$ cat src/ice_pkg.sv
// Shared types and constants for the implication closure engine.
// No dependencies; ice_engine and the top level import this package.
`default_nettype none

package ice_pkg;

    localparam int SET_W       = 64;
    localparam int IDX_W       = 6;
    localparam int CFG_W       = 7;
    localparam int PASS_W      = 7;
    localparam int ATTR_DEF    = 64;
    localparam int RULES_DEF   = 64;

    localparam logic CMD_WRITE = 1'b0;
    localparam logic CMD_CLOSE = 1'b1;

    typedef struct packed {
        logic             cmd;
        logic [IDX_W-1:0] rule_index;
        logic [SET_W-1:0] premise;
        logic [SET_W-1:0] conclusion;
        logic [SET_W-1:0] query_set;
    } in_item_t;

    typedef struct packed {
        logic [SET_W-1:0]  closure_set;
        logic [PASS_W-1:0] pass_count;
    } out_item_t;

    // Engine status seen by the top level.
    typedef struct packed {
        logic busy;
        logic done;
    } eng_stat_t;

endpackage

`default_nettype wire

$ cat src/ice_engine.sv
// Closure sequencer: streams rule reads, tests one premise per cycle in a scan
// against the working set and repeats scans until one adds nothing. Depends on ice_pkg.
`default_nettype none

module ice_engine #(
    parameter int RULES      = 64,
    parameter int ATTRIBUTES = 64,
    localparam int AW        = (RULES > 1) ? $clog2(RULES) : 1
) (
    input  wire logic                       clk,
    input  wire logic                       rst_n,
    input  wire logic                       start,
    input  wire logic [ATTRIBUTES-1:0]      query,
    input  wire logic [ice_pkg::CFG_W-1:0]  rule_count,
    output logic                            rd_en,
    output logic      [AW-1:0]              rd_addr,
    input  wire logic [ATTRIBUTES-1:0]      rd_premise,
    input  wire logic [ATTRIBUTES-1:0]      rd_conclusion,
    output ice_pkg::eng_stat_t              stat,
    input  wire logic                       ack,
    output logic      [ATTRIBUTES-1:0]      result_set,
    output logic      [ice_pkg::PASS_W-1:0] result_passes
);

    import ice_pkg::*;

    localparam int CntW = $clog2(RULES + 1);
    localparam int ExtW = (CntW > CFG_W) ? CntW : CFG_W;

    localparam logic [1:0] ST_IDLE = 2'd0;
    localparam logic [1:0] ST_SCAN = 2'd1;
    localparam logic [1:0] ST_DONE = 2'd2;

    logic [1:0]            state_reg, state_next;
    logic [ATTRIBUTES-1:0] ws_reg, ws_next;
    logic [PASS_W-1:0]     pass_reg, pass_next;
    logic                  chg_reg, chg_next;
    logic [CntW-1:0]       n_reg, n_next;
    logic [AW-1:0]         addr_reg, addr_next;
    logic                  issue_reg, issue_next;
    logic                  eval_vld_reg, eval_vld_next;
    logic                  eval_last_reg, eval_last_next;

    logic [ExtW-1:0]       rc_ext;
    logic [CntW-1:0]       n_lim;
    logic                  last_addr;
    logic                  hit;
    logic [ATTRIBUTES-1:0] ws_upd;
    logic                  grew;

    // Counts above the table size use every slot.
    assign rc_ext = ExtW'(rule_count);
    assign n_lim  = (rc_ext > ExtW'(RULES)) ? CntW'(RULES) : CntW'(rc_ext);

    assign last_addr = (CntW'(addr_reg) == n_reg - CntW'(1));

    // The shared test unit: subset check and merge of one rule.
    assign hit    = ((rd_premise & ~ws_reg) == '0);
    assign ws_upd = hit ? (ws_reg | rd_conclusion) : ws_reg;
    assign grew   = (ws_upd != ws_reg);

    always_comb
    begin
        state_next     = state_reg;
        ws_next        = ws_reg;
        pass_next      = pass_reg;
        chg_next       = chg_reg;
        n_next         = n_reg;
        addr_next      = addr_reg;
        issue_next     = issue_reg;
        eval_vld_next  = 1'b0;
        eval_last_next = 1'b0;
        unique case (state_reg)
            ST_IDLE:
            begin
                if (start)
                begin
                    ws_next    = query;
                    n_next     = n_lim;
                    chg_next   = 1'b0;
                    addr_next  = '0;
                    if (n_lim == '0)
                    begin
                        pass_next  = PASS_W'(1);
                        state_next = ST_DONE;
                    end
                    else
                    begin
                        pass_next  = '0;
                        issue_next = 1'b1;
                        state_next = ST_SCAN;
                    end
                end
            end
            ST_SCAN:
            begin
                if (issue_reg)
                begin
                    addr_next      = addr_reg + AW'(1);
                    eval_vld_next  = 1'b1;
                    eval_last_next = last_addr;
                    if (last_addr)
                    begin
                        issue_next = 1'b0;
                    end
                end
                if (eval_vld_reg)
                begin
                    ws_next  = ws_upd;
                    chg_next = chg_reg | grew;
                    if (eval_last_reg)
                    begin
                        pass_next = pass_reg + PASS_W'(1);
                        if (chg_reg | grew)
                        begin
                            // Another scan from slot zero with the grown set.
                            issue_next = 1'b1;
                            addr_next  = '0;
                            chg_next   = 1'b0;
                        end
                        else
                        begin
                            state_next = ST_DONE;
                        end
                    end
                end
            end
            ST_DONE:
            begin
                if (ack)
                begin
                    state_next = ST_IDLE;
                end
            end
            default:
            begin
                state_next = ST_IDLE;
            end
        endcase
    end

    always_ff @(posedge clk or negedge rst_n)
    begin
        if (!rst_n)
        begin
            state_reg     <= ST_IDLE;
            ws_reg        <= '0;
            chg_reg       <= 1'b0;
            issue_reg     <= 1'b0;
            eval_vld_reg  <= 1'b0;
            eval_last_reg <= 1'b0;
        end
        else
        begin
            state_reg     <= state_next;
            ws_reg        <= ws_next;
            chg_reg       <= chg_next;
            issue_reg     <= issue_next;
            eval_vld_reg  <= eval_vld_next;
            eval_last_reg <= eval_last_next;
        end
    end

    always_ff @(posedge clk)
    begin
        pass_reg <= pass_next;
        n_reg    <= n_next;
        addr_reg <= addr_next;
    end

    assign rd_en         = (state_reg == ST_SCAN) && issue_reg;
    assign rd_addr       = addr_reg;
    assign stat.busy     = (state_reg != ST_IDLE);
    assign stat.done     = (state_reg == ST_DONE);
    assign result_set    = ws_reg;
    assign result_passes = pass_reg;

`ifndef SYNTH
    // Rule evaluation only happens inside a scan.
    a_eval_in_scan: assert property (@(posedge clk) disable iff (!rst_n)
        eval_vld_reg |-> (state_reg == ST_SCAN))
        else $error("rule evaluation outside a scan");

    // Within a scan the working set only gains bits.
    a_ws_monotonic: assert property (@(posedge clk) disable iff (!rst_n)
        (state_reg == ST_SCAN && eval_vld_reg)
        |=> ((ws_reg & $past(ws_reg)) == $past(ws_reg)))
        else $error("working set lost bits during a scan");

    // A finished closure reports between one and ATTRIBUTES+1 scans.
    a_pass_bound: assert property (@(posedge clk) disable iff (!rst_n)
        (state_reg == ST_DONE)
        |-> (pass_reg != '0 && pass_reg <= PASS_W'(ATTRIBUTES + 1)))
        else $error("scan count out of range");

    // The issue side never runs ahead of a pending last evaluation.
    a_issue_stop: assert property (@(posedge clk) disable iff (!rst_n)
        eval_last_reg |-> !issue_reg)
        else $error("read issued while last rule of a scan pending");
`endif

endmodule

`default_nettype wire

$ cat config.mk
export PLATFORM = sky130hd
export DESIGN_NAME = ice_engine
export DESIGN_NICKNAME = d
export VERILOG_FILES = /design/src/ice_pkg.sv /design/src/ice_engine.sv
export SDC_FILE = /design/constraint.sdc
export NUM_CORES = 1
export LEC_CHECK = 0
export BUFFER_PORTS_ARGS = -buffer_cell sky130_fd_sc_hd__buf_4
export CAP_MARGIN = 20
export CORE_MARGIN = 10
export CORE_UTILIZATION = 49
export CTS_CLUSTER_DIAMETER = 50
export CTS_CLUSTER_SIZE = 14
export DETAILED_ROUTE_END_ITERATION = 8
export PLACE_DENSITY = 0.95
export SLEW_MARGIN = 30
export SYNTH_ARGS = -nofsm -noshare
export SYNTH_HDL_FRONTEND = slang
export SYNTH_SLANG_ARGS = --single-unit
export TNS_END_PERCENT = 1
$ cat constraint.sdc
create_clock -name clk -period 4.5 [get_ports clk]
set_input_delay 0.9 -clock clk [delete_from_list [all_inputs] [get_ports clk]]
set_output_delay 0.9 -clock clk [all_outputs]
set_load 0.05 [all_outputs]
==> results_dict.tcl, run 1 <==
set metrics [dict create \
    syn_inst 589 \
    antenna_found_initial 0 \
    worst_path_max_delay_cell "a2111oi_0" \
    drcViolationCount 0 \
    synth-compound-area-share_pct 25.9 \
    layout-drive-gt1-share_pct 36.4 \
    routabilityCongestion 0.916 \
    dieArea_um2 15500 \
    areaGrowthSynthToFinish_pct 45.6 \
    tightest_slew_ns 0.996 \
    max_freq_ghz 0.288 \
    cellLeakagePower_uw 0.00351 \
    post_cts_buffers 0 \
    grt_pass1_vias 6078 \
    track_usage_pct 27.9 \
    power_density_nw_per_um2 693 \
    worstSetupPathType "input pin to register" \
    regArea_um2 2350 \
    grt_pass1_wl_mm 34.5 \
    fill_cells 816 \
    ys_warn_count 0 \
    ys.flop_type "dfrtp_1" \
    cts.repair.resized 0 \
    clockRootBuffer "clkbuf_8" \
    finalCritPeriodShare_pct 77.1 \
    htree_levels 3 \
    syn_nets 795 \
    min_path_type "register to register" \
    crit_path_cell_trace "buf_4, nor2b_1, a2111oi_0, nand4_1, nor4_4, buf_4, o32ai_2, o21ai_2, nor2_1" \
    synth.area.top_cells "dfrtp_1, edfxtp_1, o22a_1" \
    netlist_area_um2 5330 \
    slew_headroom_pct 31.9 \
    overflow 0 \
    ys_async_sr_fraction_pct 77.8 \
    rsz0062_at_grt "false" \
    synth_edf_count 20 \
    setup-tns-final_ns 0 \
    final_cell_mix "buf_4, nor2_1, nor2b_1" \
    multi_input_area_um2 2690 \
    yosys.area_share.simple_pct 20.1 \
    critPathMaxStageDelay_ns 0.87 \
    irDropWorstVdd_uv 610 \
    nets 1064 \
    total_power_uw 5380 \
    crit_path_end_kind "register" \
    period_needed_ns 3.47 \
    final_common_cell "buf_4" \
    routed_wl_mm 23.1 \
    io_buffers 282 \
    synthAdderAreaFrac_pct 0.704 \
    synth_mux_area_share_pct 0.399 \
    status "completed" \
    report.final.slew_viol_count 0 \
    insertion_delay_ns 0.37 \
    ant_nets 0 \
    die_x_um 124 \
    cp_max_fo 27 \
    worstPathRequired_ns 4.61 \
    row_count 38 \
    die_height_um 124 \
    ys_seq_elements 90 \
    numClockSinks 90 \
    final-setup-viol-count 0 \
    synth_top_family_by_area "compound AO/OA/AOI/OAI gates" \
    io_pins 283 \
    hold_viol 0 \
    seq_area_frac_synth_pct 44.1 \
    grt_max_degree 71 \
    floorplan.initialDensity_pct 49.6 \
    dp_hpwl_mm 18.6 \
    yosysUniqueCellTypes 46 \
    dr_total_vias 5881 \
    clk_pin_slew_ns 0.10 \
    core_um2 10700 \
    clockBufferDepth 2 \
    synth_xor_area_share_pct 2.96 \
    initialDrtViolationCount 603 \
    dr.pass1.iters 5 \
    syn_avg_cell_area_um2 9.05 \
    finClkSkew_ns 0.0186 \
    via_per_inst 5.86 \
    arrival_ns 3.58 \
    holdBufCountCts 0 \
    start_kind "input pin" \
    largest_reg_flops 64 \
    cts_tree "built" \
    wire_per_inst_um 23.1 \
    synth_area_leader_cell "dfrtp_1" \
    drv_cap 0 \
    path_common_cell "buf_4" \
    cts_buffers 9 \
    num_antenna_cells 0 \
    synth_top_area_share_pct 32.9 \
]
-- per-layer routing --
layer  wire length [µm]  GRT usage, %
met1               8190          30.2
met2              11600          47.8
met3               2350          9.79
met4                992          13.0
met5                  0             0
-- path summary, 6_finish.rpt --
| kind | endpoint | slack (ns) | start | cells after the start |
|---|---|---|---|---|
| worst max register to register | rd_addr[2]$_SDFFCE_PN0P_ | 1.29 | result_set[56]$_DFFE_PN0P_ | 8 |
| worst max-delay path | rd_addr[2]$_SDFFCE_PN0P_ | 1.03 | rd_premise[56] | 9 |
| max in group asynchronous | result_set[60]$_DFFE_PN0P_ | 3.46 | rst_n | 1 |
| min in group asynchronous | result_set[50]$_DFFE_PN0P_ | 0.54 | rst_n | 1 |
| worst min register to register | result_set[0]$_DFFE_PN0P_ | 0.53 | result_set[0]$_DFFE_PN0P_ | 1 |
| worst min-delay path | result_set[0]$_DFFE_PN0P_ | 0.53 | result_set[0]$_DFFE_PN0P_ | 1 |
-- cell families (layout without fill, tap and decap cells) --
kind of cell	count (synthesis)	count (layout)
compound gates	192	192
xor+xnor	18	18
fa+ha+maj	3	3
buf+inv	76	350
flops	90	90
mux	2	2
simple gates	208	208
-- layout make-up --
| class | count | share of cell area, % |
|---|---|---|
| Clock buffer | 11 | 1.69 |
| Multi-Input combinational cell | 423 | 34.7 |
| Inverter | 42 | 2.03 |
| Tap cell | 140 | 2.26 |
| Sequential cell | 90 | 30.3 |
| Clock inverter | 5 | 0.725 |
| Timing Repair Buffer | 292 | 28.3 |
-- critical path: cells and delay by family --
kind / cells / cell delay (ns)
and+or+nand+nor: 4 / 0.85
AOI/OAI and AO/OA: 3 / 1.36
buffers and inverters: 2 / 0.46
-- power by group --
part,internal (µW),switching [µW],leakage (µW),total (µW)
sequential,1190,406,0.000958,1600
clock,256,306,0.0000832,561
combinational,1090,2130,0.00247,3220
-- per-stage QoR --
stage	hold WS (ns)	instance area, µm²	util (%)	setup WS [ns]	std cells
after floorplan	0.501	5330	-	1.80	589
after global placement	0.494	7570	70.4	0.852	987
after detailed placement	0.506	7570	70.4	0.792	987
after CTS	0.526	7760	72.2	1.15	1003
after global routing	0.542	7760	72.2	1.01	1003
final	0.529	7760	72.2	1.03	1003
-- synth_stat cells (all sizes together), types with 2 or more instances --
cell and number:
ha 3, clkbuf 24, dfrtp 70, nand3 4, and2 3, and3 2, a2111oi 23, inv 42
edfxtp 20, nand2 9, nor2b 74, o2111ai 2, nor3 5, a22o 2, xor2 11, a2111o 2
nand4 10, xnor2 7, buf 10, nor4 2, o22a 62, o22ai 7, o21a 3, or4 2
nand2b 7, a21oi 73, and2b 4, o21ai 10, nor2 84
Note: power is estimated with default switching activity, not from simulation.
==> run 2: changes to the inputs <==
--- a/config.mk
+++ b/config.mk
@@ -8,11 +8,11 @@
 export BUFFER_PORTS_ARGS = -buffer_cell sky130_fd_sc_hd__buf_4
 export CAP_MARGIN = 20
 export CORE_MARGIN = 10
-export CORE_UTILIZATION = 49
+export CORE_UTILIZATION = 46
 export CTS_CLUSTER_DIAMETER = 50
 export CTS_CLUSTER_SIZE = 14
 export DETAILED_ROUTE_END_ITERATION = 8
-export PLACE_DENSITY = 0.95
+export PLACE_DENSITY = 0.94
 export SLEW_MARGIN = 30
 export SYNTH_ARGS = -nofsm -noshare
 export SYNTH_HDL_FRONTEND = slang
==> constraint.sdc (replaced) <==
create_clock -name clk -period 3.4 [get_ports clk]
set_input_delay 0.68 -clock clk [delete_from_list [all_inputs] [get_ports clk]]
set_output_delay 0.68 -clock clk [all_outputs]
set_load 0.05 [all_outputs]
==> run 2 against run 1 <==
Compared with the run above: clock power up 60%; first-iteration DRC count down 4.3%; power up 37%; non-clock buffer count up 8; largest cell class unchanged; routed wire length up 3.4%; hold slack worse by 0.20 ns; global-route usage down 0.14 points; cell count up 1.1%; die area up 5.5%.
==> results_dict.tcl, run 2 (synthesized netlist as in run 1, its figures left out) <==
set metrics [dict create \
    cts_tree "built" \
    io_pins 283 \
    clockBufferDepth 2 \
    cts_buffers 9 \
    layout-drive-gt1-share_pct 36.6 \
    ant_nets 0 \
    holdBufCountCts 0 \
    critPathMaxStageDelay_ns 0.65 \
    grt_pass1_wl_mm 35.0 \
    io_buffers 282 \
    cellLeakagePower_uw 0.00359 \
    dp_hpwl_mm 19.0 \
    nets 1072 \
    start_kind "input pin" \
    hold_viol 0 \
    dr_total_vias 6059 \
    finish.utilization_pct 69.5 \
    max_freq_ghz 0.338 \
    post_cts_buffers 0 \
    final_common_cell "buf_4" \
    irDropWorstVdd_uv 682 \
    core_um2 11400 \
    die_height_um 128 \
    routabilityCongestion 0.941 \
    largest_reg_flops 64 \
    worst_path_max_delay_cell "a2111oi_0" \
    wire_per_inst_um 23.6 \
    insertion_delay_ns 0.35 \
    crit_start "rd_premise[53]" \
    drcViolationCount 0 \
    areaGrowthSynthToFinish_pct 48.2 \
    rsz0062_at_grt "false" \
    worstReg2RegStart "result_set[53]$_DFFE_PN0P_" \
    grt_pass1_vias 6052 \
    die_x_um 128 \
    worstSetupPathType "input pin to register" \
    clockRootBuffer "clkbuf_16" \
    via_per_inst 5.98 \
    clk_pin_slew_ns 0.06 \
    track_usage_pct 27.8 \
    final_cell_mix "buf_4, nor2_1, nor2b_1" \
    cts.repair.resized 0 \
    slew_headroom_pct 35.4 \
    initialDrtViolationCount 577 \
    routed_wl_mm 23.9 \
    crit_path_end_kind "register" \
    grt_max_degree 71 \
    arrival_ns 3.05 \
    power_density_nw_per_um2 935 \
    worstPathRequired_ns 3.49 \
    crit_path_cell_trace "buf_4, nor2b_1, a2111oi_0, buf_4, nand4_1, nor4_4, o32ai_2, o21ai_2, nor2_1" \
    htree_levels 3 \
    row_count 39 \
    drv_cap 0 \
    min_path_type "input pin to async pin" \
    status "completed" \
    numClockSinks 90 \
    cp_max_fo 6 \
    finClkSkew_ns 0.00803 \
    period_needed_ns 2.96 \
    num_antenna_cells 0 \
    report.final.slew_viol_count 0 \
    fill_cells 879 \
    setup-tns-final_ns 0 \
    dr.pass1.iters 5 \
    whs_ns 0.334 \
    dieArea_um2 16300 \
    antenna_found_initial 0 \
    finalCritPeriodShare_pct 87.0 \
    overflow 0 \
    path_common_cell "buf_4" \
    final-setup-viol-count 0 \
    tightest_slew_ns 0.945 \
    floorplan.initialDensity_pct 46.9 \
]
## run 2: report_power, final
| part | internal, µW | switching, µW |
|---|---|---|
| Clock | 482 | 417 |
| Sequential | 1580 | 546 |
| Combinational | 1490 | 2860 |
| Total | 3560 | 3830 |
## run 2: layer usage
metal / vias up / GRT usage (%) / share of wire (%)
met5: - / 0 / 0
met3: 61 / 9.64 / 11
li1: 2668 / - / -
met2: 374 / 48.3 / 51
met1: 2956 / 30.5 / 35
met4: 0 / 10.8 / 3.4
## run 2: final timing paths
| check | end | slack (ns) | depth (start not counted) |
|---|---|---|---|
| min reg2reg | result_set[5]$_DFFE_PN0P_ | 0.52 | 1 |
| max reg2reg | rd_addr[2]$_SDFFCE_PN0P_ | 0.52 | 8 |
| max in group asynchronous | result_set[35]$_DFFE_PN0P_ | 2.54 | 1 |
| max | rd_addr[2]$_SDFFCE_PN0P_ | 0.44 | 9 |
| min in group clk | result_set[5]$_DFFE_PN0P_ | 0.52 | 1 |
| min | result_set[39]$_DFFE_PN0P_ | 0.33 | 1 |
## run 2: final cells by class
cell class	instances	area (µm²)	share of cell area, %
multi-input combinational	423	2690	34.1
clock buffer	10	229	2.90
tap	143	179	2.26
timing repair buffer	300	2270	28.7
sequential	90	2350	29.8
inverter	42	158	1.99
clock inverter	6	23.8	0.301
## run 2: metrics by stage
stage                     cell area, µm²  setup slack (ns)  cells  total power (µW)
after detailed placement            7650            0.0973    998              6470
after CTS                           7900             0.472   1014              7380
after global placement              7650             0.165    998              6370
after floorplan                     5330             0.921    589              4770
after global routing                7900             0.344   1014              7710
final                               7900             0.441   1014              7390
## run 2: worst max-delay path: cells and delay by family
family                 cells  cell delay [ns]
AO/OA/AOI/OAI              3             1.15
buffers and inverters      2             0.34
AND/OR/NAND/NOR            4             0.88
==> run 3: changes to the inputs <==
--- a/config.mk
+++ b/config.mk
@@ -12,7 +12,8 @@
 export CTS_CLUSTER_DIAMETER = 50
 export CTS_CLUSTER_SIZE = 14
 export DETAILED_ROUTE_END_ITERATION = 8
-export PLACE_DENSITY = 0.94
+export PLACE_DENSITY = 0.85
+export REMOVE_ABC_BUFFERS = 1
 export SLEW_MARGIN = 30
 export SYNTH_ARGS = -nofsm -noshare
 export SYNTH_HDL_FRONTEND = slang
==> run 3 against run 2 <==
Compared with the run above: critical path depth unchanged; clock power up 22%; power up 2.0%; critical endpoint is now rd_addr[1]$_SDFFCE_PN0P_; core utilization up 0.79 points.
==> results_dict.tcl, run 3 (synthesized netlist as in run 1, its figures left out) <==
set metrics [dict create \
    setup-tns-final_ns 0 \
    grt_max_degree 71 \
    finalCritPeriodShare_pct 85.5 \
    worstReg2RegStart "result_set[57]$_DFFE_PN0P_" \
    tightest_slew_ns 0.821 \
    wire_per_inst_um 22.2 \
    min_path_type "input pin to async pin" \
    cts_buffers 9 \
    crit_path_end_kind "register" \
    drv_cap 0 \
    insertion_delay_ns 0.33 \
    routed_wl_mm 22.5 \
    r2r-end "rd_addr[1]$_SDFFCE_PN0P_" \
    cts.repair.resized 0 \
    largest_reg_flops 64 \
    final_common_cell "buf_4" \
    hold_viol 0 \
    dr.pass1.iters 6 \
    whs_ns 0.352 \
    grt_pass1_vias 6156 \
    layout-drive-gt1-share_pct 37.3 \
    row_count 39 \
    worstSetupPathType "input pin to register" \
    die_height_um 128 \
    dr_total_vias 5846 \
    post_cts_buffers 0 \
    r2r_slack_ns 0.58 \
    clockRootBuffer "clkbuf_16" \
    start_kind "input pin" \
    areaGrowthSynthToFinish_pct 49.9 \
    num_antenna_cells 0 \
    numClockSinks 90 \
    arrival_ns 3.09 \
    cp_max_fo 6 \
    period_needed_ns 2.91 \
    cts_tree "built" \
    report.final.slew_viol_count 0 \
    final_cell_mix "buf_4, nor2_1, nor2b_1" \
    dieArea_um2 16300 \
    drcViolationCount 0 \
    power_density_nw_per_um2 942 \
    die_x_um 128 \
    layout.cells.non_filler 1014 \
    ff2ff_path_depth 8 \
    core_um2 11400 \
    via_per_inst 5.77 \
    cellLeakagePower_uw 0.00363 \
    ant_nets 0 \
    dp.cells 998 \
    routabilityCongestion 0.927 \
    grt_pass1_wl_mm 34.1 \
    holdBufCountCts 0 \
    floorplan.initialDensity_pct 46.9 \
    worstPathRequired_ns 3.58 \
    nets 1072 \
    max_freq_ghz 0.344 \
    slew_headroom_pct 43.8 \
    io_pins 283 \
    clk_pin_slew_ns 0.07 \
    initialDrtViolationCount 561 \
    clockBufferDepth 2 \
    rsz0062_at_grt "false" \
    overflow 0 \
    status "completed" \
    antenna_found_initial 0 \
    io_buffers 282 \
    dp_hpwl_mm 18.1 \
    irDropWorstVdd_uv 828 \
    finClkSkew_ns 0.00888 \
    track_usage_pct 26.3 \
    final-setup-viol-count 0 \
    htree_levels 3 \
]
==> run 3: cell count changes in the layout (fill, tap and decap cells not counted), sizes merged <==
cell / before / now
bufinv: 0 / 2
clkinv: 6 / 3
clkinvlp: 0 / 1
==> run 3: final cells by class <==
cell class	count	area [µm²]
inverter	42	158
tap	143	179
clock inverter	6	90.1
multi-input combinational	423	2690
clock buffer	10	239
timing repair buffer	300	2280
sequential	90	2350
fill	897	3380
==> run 3: stage by stage <==
| stage | utilization, % | power (µW) | area [µm²] | setup WS (ns) |
|---|---|---|---|---|
| 5_1_grt | 70.3 | 7910 | 7990 | 0.225 |
| 2_1_floorplan | - | 4740 | 5180 | -1.76 |
| 3_5_place_dp | 67.4 | 6440 | 7660 | -0.0896 |
| 4_1_cts | 70.3 | 7540 | 7990 | 0.244 |
| 6_report | 70.3 | 7530 | 7990 | 0.494 |
| 3_3_place_gp | 67.4 | 6320 | 7660 | -0.0529 |
==> run 3: how the worst max path moves through the flow <==
stage | startpoint | endpoint | slack, ns
after global routing | rd_conclusion[17] | rd_addr[1]$_SDFFCE_PN0P_ | 0.23
after CTS | rd_conclusion[18] | rd_addr[2]$_SDFFCE_PN0P_ | 0.24
final | rd_conclusion[17] | rd_addr[1]$_SDFFCE_PN0P_ | 0.49
after floorplan | rd_premise[22] | rd_addr[0]$_SDFFCE_PN0P_ | -1.76
after detailed placement | rd_conclusion[18] | rd_addr[2]$_SDFFCE_PN0P_ | -0.09
after global placement | rd_conclusion[18] | state_reg[0]$_DFFE_PN0P_ | -0.05
==> run 3: power by group <==
group	internal (µW)	switching, µW	total (µW)
clock	666	432	1100
sequential	1580	529	2110
combinational	1490	2840	4320
==> run 3: worst max-delay path: stages <==
cell and delay, ns:
buf_4 0.11, nor2b_1 0.14, a2111oi_0 0.64, buf_4 0.22
nand4_1 0.08, or4_1 0.48, o32ai_2 0.40, o21ai_2 0.17
nor2_1 0.17
==> run 3: metal layers <==
metal	part of all wire, %	track usage [%]	up-vias
met3	11	9.84	57
met5	0	0	-
li1	-	-	2667
met1	37	29.5	2754
met4	3.3	10.3	0
met2	48	44.4	368
